### src/hdl/greedy_edge_coloring_top_defines.svh
// Assertion macros shared by the edge colouring RTL.
// No dependencies; taken in by `include where checks are written.
`ifndef GREEDY_EDGE_COLORING_TOP_DEFINES_SVH
`define GREEDY_EDGE_COLORING_TOP_DEFINES_SVH

// Same-cycle implication, masked while reset is held.
`define GEC_ASSERT_SAME(lbl, clk, rst_n, ante, cons, msg) \
    lbl: assert property (@(posedge clk) disable iff (!rst_n) (ante) |-> (cons)) \
        else $error(msg);

// Next-cycle implication, masked while reset is held.
`define GEC_ASSERT_NEXT(lbl, clk, rst_n, ante, cons, msg) \
    lbl: assert property (@(posedge clk) disable iff (!rst_n) (ante) |=> (cons)) \
        else $error(msg);

`endif

### src/hdl/gec_pkg.sv
// Shared types and constants of the greedy edge colouring block.
// No dependencies; used by the interfaces and every module.
package gec_pkg;

    localparam int MAX_VERTICES_DEF = 64;
    localparam int MAX_COLORS_DEF   = 127;

    localparam int VERTEX_W = 6;
    localparam int OUT_W    = 7;
    localparam int STATUS_W = 2;

    localparam int QUEUE_DEPTH = 2;

    typedef enum logic {
        CMD_CLEAR = 1'b0,
        CMD_COLOR = 1'b1
    } t_command;

    typedef enum logic [STATUS_W-1:0] {
        ST_COLORED  = 2'd0,
        ST_CLEARED  = 2'd1,
        ST_REJECTED = 2'd2
    } t_status;

    // Classification made by the front end.
    typedef enum logic [1:0] {
        K_EDGE,
        K_CLEAR,
        K_REJECT
    } t_kind;

    typedef struct packed {
        t_kind               kind;
        logic [VERTEX_W-1:0] vertex_a;
        logic [VERTEX_W-1:0] vertex_b;
    } t_op;

endpackage

### src/hdl/gec_in_if.sv
// Edge command channel: valid/ready plus command and vertex pair.
// Depends on gec_pkg.
interface gec_in_if;
    logic                         valid;
    logic                         ready;
    logic                         command;
    logic [gec_pkg::VERTEX_W-1:0] vertex_a;
    logic [gec_pkg::VERTEX_W-1:0] vertex_b;

    modport source (output valid, command, vertex_a, vertex_b, input ready);
    modport sink   (input valid, command, vertex_a, vertex_b, output ready);
endinterface

### src/hdl/gec_front.sv
// Front end: takes edge commands and sorts them into clear, edge or reject.
// Depends on gec_pkg and gec_in_if.
module gec_front #(
    parameter int MAX_VERTICES = gec_pkg::MAX_VERTICES_DEF
) (
    gec_in_if.sink         i_edge,
    output logic           o_op_vld,
    output gec_pkg::t_op   o_op,
    input  logic           i_op_rdy
);

    logic bad_pair;

    // self loop or vertex past the table
    assign bad_pair = (i_edge.vertex_a == i_edge.vertex_b)
                   || (32'(i_edge.vertex_a) >= MAX_VERTICES)
                   || (32'(i_edge.vertex_b) >= MAX_VERTICES);

    always_comb begin
        o_op.vertex_a = i_edge.vertex_a;
        o_op.vertex_b = i_edge.vertex_b;
        if (i_edge.command == gec_pkg::CMD_CLEAR) begin
            o_op.kind = gec_pkg::K_CLEAR;
        end else if (bad_pair) begin
            o_op.kind = gec_pkg::K_REJECT;
        end else begin
            o_op.kind = gec_pkg::K_EDGE;
        end
    end

    assign o_op_vld     = i_edge.valid;
    assign i_edge.ready = i_op_rdy;

endmodule

### src/flat_wrapper.sv
// flat-port wrapper written by rule: the top's interface ports become plain ports
module gec_front_flat 
#(
    parameter int MAX_VERTICES = gec_pkg::MAX_VERTICES_DEF
)
  (o_op_vld, o_op, i_op_rdy, i_edge_valid, i_edge_command, i_edge_vertex_a, i_edge_vertex_b, i_edge_ready);
  gec_in_if i_edge_i ();
  output logic o_op_vld;
  output gec_pkg::t_op o_op;
  input  logic i_op_rdy;
  input wire logic [$bits(i_edge_i.valid)-1:0] i_edge_valid;
  input wire logic [$bits(i_edge_i.command)-1:0] i_edge_command;
  input wire logic [$bits(i_edge_i.vertex_a)-1:0] i_edge_vertex_a;
  input wire logic [$bits(i_edge_i.vertex_b)-1:0] i_edge_vertex_b;
  output wire logic [$bits(i_edge_i.ready)-1:0] i_edge_ready;
  assign i_edge_i.valid = i_edge_valid;
  assign i_edge_i.command = i_edge_command;
  assign i_edge_i.vertex_a = i_edge_vertex_a;
  assign i_edge_i.vertex_b = i_edge_vertex_b;
  assign i_edge_ready = i_edge_i.ready;
  gec_front #(.MAX_VERTICES(MAX_VERTICES)) u_core (.i_edge(i_edge_i), .o_op_vld(o_op_vld), .o_op(o_op), .i_op_rdy(i_op_rdy));
endmodule
### config.mk
export PLATFORM = sky130hd
export DESIGN_NAME = gec_front_flat
export DESIGN_NICKNAME = d
export VERILOG_FILES = /design/src/hdl/greedy_edge_coloring_top_defines.svh /design/src/hdl/gec_pkg.sv /design/src/hdl/gec_in_if.sv /design/src/hdl/gec_front.sv /design/src/flat_wrapper.sv
export SDC_FILE = /design/constraint.sdc
export NUM_CORES = 1
export LEC_CHECK = 0
export ABC_CLOCK_PERIOD_IN_PS = 800
export BUFFER_PORTS_ARGS = -buffer_cell sky130_fd_sc_hd__buf_2
export CELL_PAD_IN_SITES_DETAIL_PLACEMENT = 1
export CELL_PAD_IN_SITES_GLOBAL_PLACEMENT = 2
export CORE_UTILIZATION = 10
export DETAILED_ROUTE_END_ITERATION = 6
export PLACE_DENSITY = 0.8
export SLEW_MARGIN = 15
export SYNTH_ARGS = -nofsm -noshare
export SYNTH_HDL_FRONTEND = slang
export SYNTH_SLANG_ARGS = --single-unit
### constraint.sdc
create_clock -name vclk -period 0.8
set_input_delay 0.08 -clock vclk [all_inputs]
set_output_delay 0.08 -clock vclk [all_outputs]
set_load 0.02 [all_outputs]
After elaboration in Yosys (flattened, before gate mapping)
Cells that the tools add are included.

storage, ports and cells
  logic and storage cells = 3
  bits of input ports = 15
  register bits = 0
  output and inout port bits = 16

operators by class
  mux-type cells = 2
  equal/unequal tests = 1

operators with widths
  kind               number
  6-bit == test      1
  2-bit two-way mux  2

Longest topological paths before layout
Gate-level depths: netlist (run 1).

  word-level depth = 3
  gate-level depth with buffers = 3
  gate-level depth less buffers = 3

Least setup slack after synthesis (run 1)
No wires, ideal clock.

  path type = input to output
  start = in i_edge_vertex_b[4]
  end = out o_op[13] (netlist bit)
  setup slack = -26 ps
  cell stages on the path = 2
  buffers on the path = 0
  arrival time = 746 ps
  cells stage by stage = xor2_1 nor4_2

RTL lines
  item         RTL line            text
  from (decl)  flat_wrapper.sv:14  input wire logic [$bits(i_edge_i.vertex_b)-1:0] i_edge_vertex_b;
  to (decl)    flat_wrapper.sv:9   output gec_pkg::t_op o_op;

==> metrics.yaml, run 1 <==
status: "finished with violations"
violations: "negative setup slack"
slew_viol_final: 0
drv_cap: 0
viasPerCell: 3.02
ys_warn_count: 0
p_leak_nw: 0.163
critPathKind: "in -> out"
portBuffers: 27
met3_length_um: 67
dr_total_vias: 181
tightest_slew_ns: 0.253
ant_nets: 0
synth.largest_area_cell: "buf_4"
clockBufferCount: 0
die_width_um: 44.4
power_mw: 0.192
final.setup.tns_ns: -0.0815
finalInstanceArea_um2: 305
final_nets: 53
min_path_type: "in -> out"
grt_use_total_pct: 4.67
synth_area_um2: 180
grt_max_degree: 3
drive_gt1_share_pct: 86.1
post-place-ws_ns: -0.158
routedWlPerCell_um: 8.08
routed-wl-met2_um: 282
start_kind: "primary input"
setup_viol: 1
final-seq-area_um2: 0
wl_um: 485
max_freq_ghz: 1.13
grt_pass1_vias: 203
drt-pass1-iter-count: 1
required_ns: 0.72
antenna_found_initial: 0
top_layer: "met3"
design.seq.count: 0
fillers: 199
synth_cell_types: 6
setup.worst_path.end_class: "primary output"
worstPathArrival_ns: 0.80
wl_met1_um: 135
fp.dieArea_um2: 1980
fp.coreArea_um2: 1590
yosysSeqAreaShare_pct: 0
area_delta_synth_final_pct: 69.4
die_y_um: 44.4
irDropWorstVdd_mv: 0.125
gp_congestion: 0.628
first_iter_violations: 0
synth_area_per_cell_um2: 7.83
start_util_pct: 11.3
drc: 0
synth_top_area_share_pct: 58.3
yosys-top-cells-area: "buf_4 58%, xnor2_1 15%, xor2_1 15%"
grt_pass1_wl_um: 745
worstPathMaxFanout: 2
pwr_density_cell_nw_per_um2: 629
ios: 31
num_antenna_cells: 0
relSlewSlack_pct: 83.1
report.final.hold_viol_count: 0
post-route-period-util_pct: 110
whs_ns: 0.160
period_needed_ns: 0.882
worst_slack_ns: -0.0815
post_dp_cell_area_um2: 249
synthCells: 23
rsz0062_at_grt: "yes"
syn_nets: 38
gr-total-overflow: 0
std_cell_rows: 14
-- what timing repair did --
item                                    4_1_cts  5_1_grt
gates resized for setup                       8        1
buffers inserted                              0        0
pin swaps                                     1        0
endpoints found under the setup margin        1        1
hold buffers                                  0        0
-- report_power, final --
part | total (mW) | switching [mW] | leakage, nW | internal, mW
registers | 0 | 0 | 0 | 0
clock network | 0 | 0 | 0 | 0
logic | 0.192 | 0.103 | 0.163 | 0.0894
-- layer usage --
metal	vias up	track usage, %
met3	0	1.22
met2	18	10.9
met5	-	0
li1	84	-
met4	0	0
met1	79	3.86
-- cells in the mapped netlist --
cell type,number
buf_4,14
inv_1,1
nand4_1,1
nor4_2,1
xnor2_1,3
xor2_1,3
-- layout make-up --
class	count	area (um^2)	share of cell area, %
well taps	24	30.0	9.84
inverters	1	3.75	1.23
multi-input cells	8	103	33.6
repair buffers	27	169	55.3
-- critical path, cell delays in order --
cell and delay (ns):
buf_2 0.11, xor2_1 0.18, nor4_4 0.26, buf_4 0.18
-- logic make-up after synthesis --
| logic type | count (synthesis) | share of synthesized area [%] |
|---|---|---|
| xor+xnor | 6 | 29.2 |
| buf+inv | 15 | 60.4 |
| simple gates | 2 | 10.4 |
-- through the flow --
step           util (%)  cells
3_3_place_gp       15.6     60
6_report           19.2     60
3_5_place_dp       15.6     60
2_1_floorplan         -     23
5_1_grt            19.2     60
4_1_cts            18.8     60
-- cells in the final DEF, fill, tap and decap left out --
cell,netlist,final
inv_1,1,1
buf_4,14,1
xnor2_2,0,3
nor4_4,0,1
buf_6,0,5
xor2_1,3,3
nand4_1,1,1
buf_2,0,21
-- worst paths after layout --
check / startpoint / endpoint / slack [ns] / cells after the start
setup / recovery: i_edge_vertex_b[4] / o_op[13] / -0.08 / 4
hold / removal: i_edge_valid / o_op_vld / 0.16 / 0
Power figures use the tool's default switching activity.
==> run 2, diff against run 1 <==
--- a/config.mk
+++ b/config.mk
@@ -6,13 +6,14 @@
 export NUM_CORES = 1
 export LEC_CHECK = 0
 export ABC_CLOCK_PERIOD_IN_PS = 800
-export BUFFER_PORTS_ARGS = -buffer_cell sky130_fd_sc_hd__buf_2
 export CELL_PAD_IN_SITES_DETAIL_PLACEMENT = 1
 export CELL_PAD_IN_SITES_GLOBAL_PLACEMENT = 2
-export CORE_UTILIZATION = 10
+export CORE_AREA = 2 2 39 41
 export DETAILED_ROUTE_END_ITERATION = 6
-export PLACE_DENSITY = 0.8
-export SLEW_MARGIN = 15
+export DIE_AREA = 0 0 41 43
+export DONT_BUFFER_PORTS = 1
+export GPL_TIMING_DRIVEN = 1
+export PLACE_DENSITY = 0.51
 export SYNTH_ARGS = -nofsm -noshare
 export SYNTH_HDL_FRONTEND = slang
 export SYNTH_SLANG_ARGS = --single-unit
==> metrics.yaml, run 2 (same netlist as run 1, synthesis figures left out) <==
dr_total_vias: 91  # was 181
postCtsHoldBufs: 0  # unchanged
rsz0062_at_grt: "yes"  # unchanged
stdcell_count: 26  # was 60
start_util_pct: 13.0  # was 11.3%
fp.dieArea_um2: 1760  # was 1980 um^2
gp_congestion: 0.523  # was 0.628
std_cell_rows: 14  # unchanged
wl_um: 252  # was 485 um
drive_gt1_share_pct: 50.0  # was 86.1%
worstPathMaxFanout: 2  # unchanged
final_util_pct: 11.3  # was 19.2%
final_nets: 27  # was 53
drv_cap: 0  # unchanged
setup.worst_path.end_class: "primary output"  # unchanged
final-seq-area_um2: 0  # unchanged
report.final.hold_viol_count: 0  # unchanged
irDropWorstVdd_mv: 0.0770  # was 0.125 mV
dp_hpwl_um: 218
num_antenna_cells: 0  # unchanged
viasPerCell: 3.50  # was 3.02
setup_viol: 0  # was 1
layout_common_cells: "3 x xor2_1, 2 x xnor2_4"  # was 21 x buf_2, 5 x buf_6, 3 x xor2_1, 3 x xnor2_2
die_y_um: 43  # was 44.4 um
grt_pass1_vias: 89  # was 203
multiInputGateArea_um2: 125  # was 103 um^2
tightest_slew_ns: 0.235  # was 0.253 ns
grt_use_total_pct: 2.10  # was 4.67%
layout_commonest_cell: "xor2_1"  # was buf_2
min_path_type: "in -> out"  # unchanged
dp_cells: 26  # was 60
gr-total-overflow: 0  # unchanged
fillers: 153  # was 199
p_leak_nw: 0.0529  # was 0.163 nW
status: "complete, no violations"  # was finished with violations
area_delta_synth_final_pct: -13.2  # was 69.4%
worstPathArrival_ns: 0.70  # was 0.80 ns
fp.coreArea_um2: 1380  # was 1590 um^2
relSlewSlack_pct: 84.3  # was 83.1%
post-route-period-util_pct: 97.3  # was 110%
grt_pass1_wl_um: 276  # was 745 um
drc: 0  # unchanged
pwr_density_cell_nw_per_um2: 415  # was 629 nW/um^2
max_freq_ghz: 1.29  # was 1.13 GHz
portBuffers: 0  # was 27
postCtsSetupBuffers: 0  # unchanged
ant_nets: 0  # unchanged
period_needed_ns: 0.778  # was 0.882 ns
grt_max_degree: 3  # unchanged
start_kind: "primary input"  # unchanged
antenna_found_initial: 0  # unchanged
first_iter_violations: 0  # unchanged
die_width_um: 41  # was 44.4 um
design.seq.count: 0  # unchanged
required_ns: 0.72  # about the same
drt-pass1-iter-count: 1  # unchanged
clockBufferCount: 0  # unchanged
ios: 31  # unchanged
routedWlPerCell_um: 9.69  # was 8.08 um
slew_viol_final: 0  # unchanged
critPathKind: "in -> out"  # unchanged
[run 2: cell type report]
class                           instances  area share (%)
Tap cell                               16            12.8
Inverter                                1            2.40
Multi-Input combinational cell          8            80.0
Timing Repair Buffer                    1            4.80
[run 2: path summary, 6_finish.rpt]
check,to,depth (start not counted),startpoint,slack (ns)
setup / recovery,o_op[13],4,i_edge_vertex_b[1],0.02
hold / removal,o_op[4],0,i_edge_vertex_b[4],0.16
[run 2: timing repair]
action,CTS,global route
resized for setup,3,2
setup endpoints to repair,1,1
pin swaps,1,0
[run 2: per-stage QoR]
| stage | worst slack [ns] | power (mW) | TNS (ns) | instance area (um^2) | hold WS (ns) |
|---|---|---|---|---|---|
| 5_1_grt | -0.0696 | 0.0725 | -0.0696 | 156 | 0.160 |
| 6_report | 0.0220 | 0.0648 | 0 | 156 | 0.160 |
| 4_1_cts | -0.0109 | 0.0545 | -0.0109 | 134 | 0.160 |
| 3_5_place_dp | -0.0316 | 0.0444 | -0.0316 | 111 | 0.160 |
| 2_1_floorplan | 0.0661 | 0.142 | 0 | 189 | 0.237 |
| 3_3_place_gp | -0.00630 | 0.0435 | -0.00630 | 111 | 0.160 |
[run 2: report_power, final]
group / leakage, nW / internal, mW / switching, mW
Sequential: 0 / 0 / 0
Clock: 0 / 0 / 0
Combinational: 0.0529 / 0.0420 / 0.0229
[run 2: per-layer routing]
metal / up-vias / track usage, % / wire, um
li1: 32 / - / -
met1: 30 / 1.90 / 41
met2: 27 / 3.75 / 110
met3: 2 / 0.524 / 92
met4: 0 / 1.33 / 6
met5: - / 0 / 0
[run 2: critical path: stages]
cell     delay (ns)
xnor2_4        0.12
nand4_1        0.17
nor4_4         0.15
buf_4          0.17
