<file path="config.mk">
export PLATFORM = sky130hd
export DESIGN_NAME = gec_queue
export DESIGN_NICKNAME = d
export VERILOG_FILES = /design/src/hdl/greedy_edge_coloring_top_defines.svh /design/src/hdl/gec_pkg.sv /design/src/hdl/gec_queue.sv
export SDC_FILE = /design/constraint.sdc
export NUM_CORES = 1
export LEC_CHECK = 0
export ABC_AREA = 1
export BUFFER_PORTS_ARGS = -buffer_cell sky130_fd_sc_hd__buf_2
export CAP_MARGIN = 0
export CORE_MARGIN = 2
export CORE_UTILIZATION = 30
export DETAILED_ROUTE_END_ITERATION = 8
export GPL_ROUTABILITY_DRIVEN = 0
export SYNTH_ARGS = -nofsm -noshare
export SYNTH_HDL_FRONTEND = slang
export SYNTH_SLANG_ARGS = --single-unit
</file>
<file path="constraint.sdc">
create_clock -name i_clk -period 2.3 [get_ports i_clk]
set_input_delay 0.46 -clock i_clk [delete_from_list [all_inputs] [get_ports i_clk]]
set_output_delay 0.46 -clock i_clk [all_outputs]
set_load 0.05 [all_outputs]
</file>
<file path="src/hdl/greedy_edge_coloring_top_defines.svh">
// Assertion macros shared by the edge colouring RTL.
// No dependencies; taken in by `include where checks are written.
`ifndef GREEDY_EDGE_COLORING_TOP_DEFINES_SVH
`define GREEDY_EDGE_COLORING_TOP_DEFINES_SVH

// Same-cycle implication, masked while reset is held.
`define GEC_ASSERT_SAME(lbl, clk, rst_n, ante, cons, msg) \
    lbl: assert property (@(posedge clk) disable iff (!rst_n) (ante) |-> (cons)) \
        else $error(msg);

// Next-cycle implication, masked while reset is held.
`define GEC_ASSERT_NEXT(lbl, clk, rst_n, ante, cons, msg) \
    lbl: assert property (@(posedge clk) disable iff (!rst_n) (ante) |=> (cons)) \
        else $error(msg);

`endif

</file>
<file path="src/hdl/gec_pkg.sv">
// Shared types and constants of the greedy edge colouring block.
// No dependencies; used by the interfaces and every module.
package gec_pkg;

    localparam int MAX_VERTICES_DEF = 64;
    localparam int MAX_COLORS_DEF   = 127;

    localparam int VERTEX_W = 6;
    localparam int OUT_W    = 7;
    localparam int STATUS_W = 2;

    localparam int QUEUE_DEPTH = 2;

    typedef enum logic {
        CMD_CLEAR = 1'b0,
        CMD_COLOR = 1'b1
    } t_command;

    typedef enum logic [STATUS_W-1:0] {
        ST_COLORED  = 2'd0,
        ST_CLEARED  = 2'd1,
        ST_REJECTED = 2'd2
    } t_status;

    // Classification made by the front end.
    typedef enum logic [1:0] {
        K_EDGE,
        K_CLEAR,
        K_REJECT
    } t_kind;

    typedef struct packed {
        t_kind               kind;
        logic [VERTEX_W-1:0] vertex_a;
        logic [VERTEX_W-1:0] vertex_b;
    } t_op;

endpackage

</file>
<file path="src/hdl/gec_queue.sv">
// Short FIFO of classified operations between front and back end.
// Depends on gec_pkg.
module gec_queue (
    input  logic         i_clk,
    input  logic         i_rst_n,
    input  logic         i_push_vld,
    input  gec_pkg::t_op i_push_op,
    output logic         o_push_rdy,
    output logic         o_pop_vld,
    output gec_pkg::t_op o_pop_op,
    input  logic         i_pop_rdy
);

    localparam int DEPTH = gec_pkg::QUEUE_DEPTH;
    localparam int PW    = (DEPTH > 1) ? $clog2(DEPTH) : 1;
    localparam int CNTW  = $clog2(DEPTH + 1);

    gec_pkg::t_op    r_slot [DEPTH];
    logic [PW-1:0]   r_wr_ptr, n_wr_ptr;
    logic [PW-1:0]   r_rd_ptr, n_rd_ptr;
    logic [CNTW-1:0] r_count,  n_count;
    logic            push, pop;

    assign o_push_rdy = (r_count != CNTW'(DEPTH));
    assign o_pop_vld  = (r_count != '0);
    assign o_pop_op   = r_slot[r_rd_ptr];
    assign push       = i_push_vld && o_push_rdy;
    assign pop        = o_pop_vld && i_pop_rdy;

    always_comb begin
        n_wr_ptr = r_wr_ptr;
        n_rd_ptr = r_rd_ptr;
        n_count  = r_count;
        if (push) begin
            n_wr_ptr = (r_wr_ptr == PW'(DEPTH - 1)) ? '0 : r_wr_ptr + PW'(1);
        end
        if (pop) begin
            n_rd_ptr = (r_rd_ptr == PW'(DEPTH - 1)) ? '0 : r_rd_ptr + PW'(1);
        end
        if (push && !pop) begin
            n_count = r_count + CNTW'(1);
        end else if (pop && !push) begin
            n_count = r_count - CNTW'(1);
        end
    end

    always_ff @(posedge i_clk) begin
        if (!i_rst_n) begin
            r_wr_ptr <= '0;
            r_rd_ptr <= '0;
            r_count  <= '0;
        end else begin
            r_wr_ptr <= n_wr_ptr;
            r_rd_ptr <= n_rd_ptr;
            r_count  <= n_count;
        end
    end

    always_ff @(posedge i_clk) begin
        if (push) begin
            r_slot[r_wr_ptr] <= i_push_op;
        end
    end

endmodule

</file>
# After elaboration in Yosys (flattened, before gate mapping)
# Memories as Yosys holds them, arrays and structs flattened. A register that Yosys moved wholly into a read port is not among the register bits.
# Index checks and enable logic that the tools add are counted.
# Widths: inputs -> output; s select.
# totals
regBits	4
ramBits	28
out_inout_bits	16
word_cells	25
memories	1
# op_classes
add_sub_neg	4
eq_ne	1
muxes	8
n_reduce_logical	8
# memory_table
name	words	width	read_ports	rd_ports_with_merged_regs	wr	line	source
r_slot	2	14	1	1	1	gec_queue.sv:18	gec_pkg::t_op r_slot [DEPTH];
# ops
operator	n
$mux 1	6
$logic_and 1x1->1	4
$mux 2	2
$reduce_bool 2->1	2
$add 1x1->1 const B	2
$add 2x1->2 const B	1
$logic_not 1->1	2
$ne 2x2->1 const B	1
$sub 2x1->2 const B	1

# Depth between registers and ports, before layout
# Gate-level depths: netlist (run 1).
# logic_depth
word_depth	6
mapped_depth	11
ltp_nobuf	11

# Worst setup path after synthesis (run 1)
# OpenSTA, ideal clock, no wires.
# synth_timing
kind	reg-to-reg
start	reg r_count[0]
end	mem r_slot[1][0] (netlist bit) (enable)
setup_time_ps	384
arrival_ps	1401
setup_slack_ps	514
stages_incl_launch_ff	5
path_buffers	0
period_less_slack_ps	1786
path_cell_list	dfxtp_1 inv_2 nand2_2 nand2_1 nor2_1
# synth_via
elab_chain_len	4
# synth_lines
item	line	source
start: declaration	gec_queue.sv:21	logic [CNTW-1:0] r_count, n_count;
start signal: assignment	gec_queue.sv:55	r_count <= n_count;
$ne 2x2->1	gec_queue.sv:24	assign o_push_rdy = (r_count != CNTW'(DEPTH));
named net o_push_rdy	gec_queue.sv:8	output logic o_push_rdy,
$logic_and 1x1->1	gec_queue.sv:27	assign push = i_push_vld && o_push_rdy;
$mux 1	gec_queue.sv:60	if (push) begin
$mux 1 (implied by the code)	gec_queue.sv:61	r_slot[r_wr_ptr] <= i_push_op;
end: declaration	gec_queue.sv:18	
# The timed path passes the listed nets, and every way through them passes these cells.

==> out/results.ini, run 1 <==
[sta]
finalSetupViolCount = 0
drv_slew = 0
hold_viol = 0
fin_skew_ns = 0.00311
period_share_pct = 88.6
fmax_ghz = 0.491
tightest_slew_ns = 0.304
min_period_ns = 2.04
maxSlewHeadroom_pct = 79.7
rsz0062_at_grt = false
fin_setup_tns_ns = 0

[min_path]
hold_path_startpoint = i_push_op[10]
hold_depth = 1
hp-class = in2reg

[clock_network]
postCtsSetupBuffers = 0
cts_hold_buf = 0
htree_levels = 2
cts_root_buffer = clkbuf_8
clk_path_buf_depth = 2
clk_pin_slew_ns = 0.06
clk_latency_ns = 0.28
cts_sinks = 33
cts_tree = done
numCtsBuffers = 5
cts_resized = 0

[grt]
grt_pass1_wl_mm = 3.29
antenna_found_initial = 0
grt_overflow = 0
first_global_vias = 779
grt_max_degree = 15
track_usage_pct = 10.1

[run_status]
status = completed

[floorplan]
dieArea_um2 = 4710
std_cell_rows = 23
initial_utilization_pct = 31.3
fp.dieH_um = 68.6
coreArea_um2 = 4000
pin_count = 34
die_w_um = 68.6

[power_and_ir_drop]
combPwrFrac_pct = 37.2
p_int_mw = 1.22
clock_power_share_pct = 21.9
ir_drop_v = 0.000722
power_density_nw_per_um2 = 1240
pwr-share-seq_pct = 40.9
power.switching_mw = 0.756
swShare_pct = 38.3
power.leakage_nw = 0.637

[final_layout]
n_fill_cell = 392
antenna_cells = 0
syn_to_final_growth_pct = 26.9
stdcell_count = 174
seq_area_um2 = 941
multi_input_area_um2 = 270
num-nets-final = 142
post_route_cells_drive_above_1_share_pct = 47.6

[critical_path]
crit-reg2reg-launch = r_count[0]$_SDFFE_PN0P_
start_kind = flip-flop
cpMaxStageDelayCell = dfxtp_1
path_cells = buf_4 > mux2_2 > buf_2
path_class = reg2out
worstPathRequired_ns = 1.84
r2r_cells = 10
cp-endpoint = o_pop_op[9]
r2r_end = r_count[1]$_SDFFE_PN0P_
worstSetupEndpointType = primary output
crit_fanout = 8
arrival_ns = 1.58
reg2reg_setup_slack_ns = 0.87
critPathMaxStageDelay_ns = 0.49

[placement]
port_buffers = 33
dp.cells = 166
hpwl_mm = 1.60

[synth]
synthesis.instances = 80
yosysWarnings = 0
synth_seq_cells = 33
synth.distinct_cells = 15
synth_fp_nets = 99
avgSynthCellArea_um2 = 15.7
yosysSeqAreaShare_pct = 75.1
synth_area_um2 = 1250

[drt]
drc = 0
via_count = 742
viasPerCell = 4.26
dr.pass1.iters = 4
routedWlPerCell_um = 12.5
postRouteAntennaNets = 0
drt_wl_total_mm = 2.18
drt_iter0_markers = 40

[flow_run]
drv_cap = 0

[layer usage]
layer | vias up | share of wire, % | GRT usage, %
met2 | 28 | 49 | 18.0
met1 | 343 | 40 | 8.90
met4 | 0 | 1.8 | 6.00
li1 | 366 | - | -
met3 | 5 | 10 | 5.36
met5 | - | 0 | 0
[cell type report]
type,instances,area share (%)
tap,50,3.94
sequential,33,59.2
clock buffer,8,5.67
multi-input combinational,38,17.0
timing repair buffer,37,12.3
inverter,8,1.89
[critical path, delay by kind of cell (launching register included)]
kind,cells,cell delay [ns]
flip-flops,1,0.49
buffers and inverters,2,0.45
multiplexers,1,0.35
[power groups by stage]
stage | registers [mW] | logic (mW) | clock network (mW)
6_report | 0.807 | 0.734 | 0.432
5_1_grt | 0.816 | 0.785 | 0.470
4_1_cts | 0.808 | 0.743 | 0.445
3_5_place_dp | 0.821 | 0.740 | 0
3_3_place_gp | 0.813 | 0.720 | 0
2_1_floorplan | 0.807 | 0.579 | 0
[sequential cells by signal (all words and copies together), names as in the netlist, named ones only]
register / cells
r_count: 2
r_rd_ptr: 1
r_slot: 28
r_wr_ptr: 1
[worst min-delay path by stage]
stage / end
detailed placement: r_rd_ptr$_SDFFE_PN0P_
global placement: r_rd_ptr$_SDFFE_PN0P_
finish: r_slot[1][10]$_DFFE_PP_
global route: r_slot[0][10]$_DFFE_PP_
floorplan: flip-flop
CTS: r_slot[1][10]$_DFFE_PP_
[logic make-up after synthesis]
kind of cell / after synthesis / share of synthesized area [%]
adder cells (fa/ha/maj): 1 / 0.999
AO/OA/AOI/OAI: 4 / 1.80
flip-flops: 33 / 75.1
AND/OR/NAND/NOR: 19 / 6.19
buffers and inverters: 9 / 3.30
multiplexers: 14 / 12.6
[layout by cell type (no fill, tap or decap)]
| master | count |
|---|---|
| inv_1 | 7 |
| clkbuf_8 | 6 |
| nand2_2 | 1 |
| a21oi_1 | 1 |
| dfxtp_1 | 5 |
| clkbuf_1 | 2 |
| mux2_2 | 14 |
| buf_4 | 4 |
| nor2_1 | 8 |
| nand4_1 | 1 |
| edfxtp_1 | 28 |
| nand2_1 | 8 |
| buf_2 | 33 |
| o21ai_0 | 2 |
| o21a_1 | 1 |
| ha_1 | 1 |
| nand3_1 | 1 |
| inv_2 | 1 |
[per-stage QoR]
| stage | cell area, um2 | worst slack [ns] | utilization, % | total power, mW | hold WS (ns) |
|---|---|---|---|---|---|
| CTS | 1590 | 0.232 | 39.7 | 2.00 | 0.360 |
| global placement | 1500 | 0.577 | 37.5 | 1.53 | 0.486 |
| finish | 1590 | 0.263 | 39.7 | 1.97 | 0.370 |
| global route | 1590 | 0.202 | 39.7 | 2.07 | 0.362 |
| floorplan | 1250 | 0.514 | - | 1.39 | 0.467 |
| detailed placement | 1500 | 0.542 | 37.5 | 1.56 | 0.496 |
[synth_stat cells (all sizes together)]
library cell | instances | area, um2
nand2 | 9 | 36.3
a21oi | 1 | 5.00
buf | 1 | 11.3
ha | 1 | 12.5
nor2 | 8 | 30.0
edfxtp | 28 | 841
dfxtp | 5 | 100
nand3 | 1 | 5.00
inv | 8 | 30.0
o21a | 1 | 7.51
mux2 | 14 | 158
o21ai | 2 | 10.0
nand4 | 1 | 6.26
No activity file was read; power rests on OpenSTA's default activity.
==> run 2: changes to the inputs <==
--- a/config.mk
+++ b/config.mk
@@ -12,6 +12,7 @@
 export CORE_UTILIZATION = 30
 export DETAILED_ROUTE_END_ITERATION = 8
 export GPL_ROUTABILITY_DRIVEN = 0
+export SETUP_SLACK_MARGIN = 0.4
 export SYNTH_ARGS = -nofsm -noshare
 export SYNTH_HDL_FRONTEND = slang
 export SYNTH_SLANG_ARGS = --single-unit
==> out/results.ini, run 2 (synthesis gave the netlist of run 1 again) <==
[clock_network]
cts_root_buffer = clkbuf_8
clk_path_buf_depth = 2
cts_sinks = 33
postCtsSetupBuffers = 0
numCtsBuffers = 5
cts_tree = done
htree_levels = 2
clk_pin_slew_ns = 0.06
clk_latency_ns = 0.28

[drt]
viasPerCell = 4.28
postRouteAntennaNets = 0
via_count = 745
routedWlPerCell_um = 12.6
dr.pass1.iters = 3
drt_wl_total_mm = 2.19
drt_iter0_markers = 39
drc = 0

[grt]
grt_overflow = 0
track_usage_pct = 10.1
grt_max_degree = 15
grt_pass1_wl_mm = 3.29
antenna_found_initial = 0
first_global_vias = 779

[critical_path]
cpMaxStageDelayCell = dfxtp_4
arrival_ns = 1.37
worstSetupEndpointType = primary output
path_class = reg2out
r2r_cells = 10
reg2reg_setup_slack_ns = 0.87
cpLargestDelayFamily = flip-flops
crit_fanout = 8
worstPathRequired_ns = 1.84
critPathMaxStageDelay_ns = 0.40
r2r_end = r_count[1]$_SDFFE_PN0P_
path_cells = buf_6 > mux2_2 > clkbuf_4
worst-path-buf-inv = 2
start_kind = flip-flop
crit-reg2reg-launch = r_count[0]$_SDFFE_PN0P_

[placement]
hpwl_mm = 1.60
port_buffers = 33

[sta]
hold_viol = 0
fin_skew_ns = 0.00335
finalSetupViolCount = 0
tightest_slew_ns = 0.260
min_period_ns = 1.83
fin_setup_tns_ns = 0
rsz0062_at_grt = false
drv_slew = 0
maxSlewHeadroom_pct = 82.8
fmax_ghz = 0.546
period_share_pct = 79.7

[min_path]
hp-class = in2reg
hold_path_startpoint = i_push_op[10]
hold_depth = 1
min_to = r_slot[1][10]$_DFFE_PP_

[floorplan]
initial_utilization_pct = 31.3
coreArea_um2 = 4000
std_cell_rows = 23
die_w_um = 68.6
pin_count = 34
dieArea_um2 = 4710
fp.dieH_um = 68.6

[final_layout]
num-nets-final = 142
top_regs = r_slot (28), r_count (2)
syn_to_final_growth_pct = 27.9
multi_input_area_um2 = 270
final_common_cell = buf_2
mostFrequentLayoutCells = 31 x buf_2, 28 x edfxtp_1, 14 x mux2_2
n_fill_cell = 394
post_route_cells_drive_above_1_share_pct = 48.4
antenna_cells = 0
largest_register_ffs = 28
regMostFlops = r_slot
seq_area_um2 = 945

[power_and_ir_drop]
power.leakage_nw = 0.640
finalPower_mw = 1.98
power_density_nw_per_um2 = 1240
ir_drop_v = 0.000722

[flow_run]
drv_cap = 0

[run_status]
status = completed

-- run 2: cell count changes in the layout (fill, tap and decap cells not counted) --
cell	change
dfxtp_4	+1
buf_6	+1
buf_2	-2
clkbuf_4	+1
dfxtp_1	-1
-- run 2: metal layers --
metal | global-route usage, % | share of wire, % | up-vias
li1 | - | - | 367
met1 | 8.90 | 38 | 345
met2 | 18.0 | 50 | 28
met3 | 5.36 | 10 | 5
met4 | 6.00 | 1.8 | 0
met5 | 0 | 0 | -
-- run 2: report_power, final --
| group | internal (mW) | leakage, nW | total, mW | switching (mW) |
|---|---|---|---|---|
| logic | 0.221 | 0.291 | 0.743 | 0.522 |
| registers | 0.763 | 0.303 | 0.811 | 0.0475 |
| clock network | 0.244 | 0.0455 | 0.430 | 0.187 |
| total | 1.23 | 0.640 | 1.98 | 0.756 |
-- run 2: cell type report --
type | count | share of cell area [%]
sequential | 33 | 59.0
multi-input combinational | 38 | 16.9
timing repair buffer | 37 | 12.7
clock buffer | 8 | 5.62
tap | 50 | 3.91
inverter | 8 | 1.87
-- run 2: timing repair --
item | in CTS | in global routing
resized for setup | 3 | 2
hold buffers | 0 | 0
setup endpoints to repair | 8 | 8
-- run 2: metrics by stage --
stage	utilization [%]	hold WS [ns]	area (um2)	setup slack, ns	cells
after global routing	40.0	0.362	1600	0.408	174
after CTS	39.9	0.360	1600	0.409	174
after detailed placement	37.5	0.496	1500	0.542	166
after floorplan	-	0.467	1250	0.514	80
final	40.0	0.370	1600	0.468	174
after global placement	37.5	0.486	1500	0.577	166
-- run 2: worst max path at each step --
stage,from,to,cells after the start,slack (ns)
2_1_floorplan,r_count[0]$_SDFFE_PN0P_,r_slot[1][0]$_DFFE_PP_,4,0.51
3_3_place_gp,flip-flop,o_pop_op[9],3,0.58
3_5_place_dp,flip-flop,o_pop_op[9],3,0.54
4_1_cts,flip-flop,o_pop_op[11],3,0.41
5_1_grt,flip-flop,o_pop_op[3],3,0.41
6_report,flip-flop,o_pop_op[3],3,0.47
-- run 2: worst register-to-register path: stages, from the launching register on --
cell and delay [ns]:
dfxtp_1 0.33, inv_2 0.10, nand2_2 0.06, nand2_1 0.11, inv_1 0.07, ha_1 0.32, inv_1 0.09, nand3_1 0.09
nand2_1 0.07, inv_1 0.04, nor2_1 0.09
==> run 3: changes to the inputs <==
==> constraint.sdc (replaced) <==
create_clock -name i_clk -period 1.61 [get_ports i_clk]
set_input_delay 0.322 -clock i_clk [delete_from_list [all_inputs] [get_ports i_clk]]
set_output_delay 0.322 -clock i_clk [all_outputs]
set_load 0.05 [all_outputs]
==> out/results.ini, run 3 (synthesis gave the netlist of run 1 again) <==
[flow_run]
drv_cap = 0

[final_layout]
stdcell_count = 180
antenna_cells = 0
fin_area_um2 = 1950
syn_to_final_growth_pct = 55.9
regMostFlops = r_slot
final_common_cell = edfxtp_1
top_regs = r_slot (28), r_count (2)
post_route_cells_drive_above_1_share_pct = 63.1
mostFrequentLayoutCells = 28 x edfxtp_1, 17 x buf_2, 14 x mux2_4
num-nets-final = 148
largest_register_ffs = 28
n_fill_cell = 362

[min_path]
hp-class = in2reg
hold_depth = 1
hold_path_startpoint = i_push_op[11]
min_to = r_slot[1][11]$_DFFE_PP_

[sta]
maxSlewHeadroom_pct = 89.0
min_period_ns = 1.58
fmax_ghz = 0.632
rsz0062_at_grt = true
finalSetupViolCount = 0
hold_viol = 0
period_share_pct = 98.3
tightest_slew_ns = 0.165
fin_skew_ns = 0.00585
drv_slew = 0

[power_and_ir_drop]
ir_drop_v = 0.00111
finalPower_mw = 3.47
power_density_nw_per_um2 = 1780
power.leakage_nw = 0.785

[critical_path]
path_class = reg2out
worstSetupEndpointType = primary output
crit-reg2reg-launch = r_count[0]$_SDFFE_PN0P_
worstPathRequired_ns = 1.29
start_kind = flip-flop
r2r_end = r_count[1]$_SDFFE_PN0P_
crit_fanout = 10
r2r_cells = 9
reg2reg_setup_slack_ns = 0.35
arrival_ns = 1.26

[floorplan]
dieArea_um2 = 4710
coreArea_um2 = 4000
pin_count = 34
die_w_um = 68.6
fp.dieH_um = 68.6
initial_utilization_pct = 31.3
std_cell_rows = 23

[clock_network]
cts_sinks = 33
htree_levels = 2
cts_hold_buf = 0
clk_pin_slew_ns = 0.06
clk_latency_ns = 0.28
cts_root_buffer = clkbuf_8
cts_tree = done
numCtsBuffers = 5
clk_path_buf_depth = 2

[placement]
hpwl_mm = 1.56
dp.cells = 162
placed_area_um2 = 1580
port_buffers = 33

[drt]
postRouteAntennaNets = 0
via_count = 776
drt_wl_total_mm = 2.30
viasPerCell = 4.31
dr.pass1.iters = 3
routedWlPerCell_um = 12.8
drt_iter0_markers = 41
drc = 0

[grt]
first_global_vias = 825
grt_pass1_wl_mm = 3.50
grt_max_degree = 15
grt_overflow = 0
track_usage_pct = 10.8
antenna_found_initial = 0

[run_status]
status = completed

## run 3: cell types whose count changed in the layout (fill, tap and decap cells not counted), moves of 3 or more
cell,before,now
buf_8,0,6
inv_1,7,3
buf_6,1,12
mux2_4,0,14
buf_12,0,4
buf_2,31,17
nand2_1,8,5
mux2_2,14,0
## run 3: area by class of cell
class	instances	area (um2)	area share [%]
clock buffer	6	72.6	3.72
sequential	33	952	48.8
timing repair buffer	43	420	21.5
multi-input combinational	38	398	20.4
tap	50	62.6	3.20
clock inverter	2	10.0	0.512
inverter	8	37.5	1.92
## run 3: power by group
part	switching [mW]	internal (mW)
combinational	0.921	0.789
sequential	0.0882	1.11
clock	0.272	0.299
total	1.28	2.19
## run 3: metal layers
metal | part of all wire (%) | track usage, % | vias to the layer above
li1 | - | - | 384
met1 | 38 | 10.9 | 362
met2 | 53 | 19.1 | 27
met3 | 8.6 | 4.71 | 3
met4 | 0.83 | 4.50 | 0
met5 | 0 | 0 | -
## run 3: worst max path at each step
stage                               to  slack [ns]  cells after the start                    start
6_report                   o_pop_op[7]        0.03                      3                flip-flop
5_1_grt                    o_pop_op[7]      -0.006                      3                flip-flop
4_1_cts                    o_pop_op[7]        0.02                      3                flip-flop
3_5_place_dp               o_pop_op[2]        0.21                      2                flip-flop
3_3_place_gp               o_pop_op[0]        0.21                      2                flip-flop
2_1_floorplan  r_count[1]$_SDFFE_PN0P_        0.40                     10  r_count[0]$_SDFFE_PN0P_
## run 3: timing repair
item                                    4_1_cts  5_1_grt
pin swaps                                     9        3
setup buffers                                 9        1
endpoints found under the setup margin       46       18
gates resized for setup                      45        9
## run 3: per-stage QoR
step                      worst slack (ns)  setup TNS, ns  utilization (%)  hold WS, ns
after floorplan                      0.396              0                -        0.421
after global placement               0.212              0             39.5        0.481
after detailed placement             0.208              0             39.5        0.490
after CTS                           0.0174              0             47.9        0.228
after global routing              -0.00644        -0.0398             48.8        0.228
final                               0.0271              0             48.8        0.234
## run 3: critical path: stages, from the launching register on
cell and delay (ns):
dfxtp_4 0.37, buf_12 0.15, mux2_4 0.31, buf_6 0.15
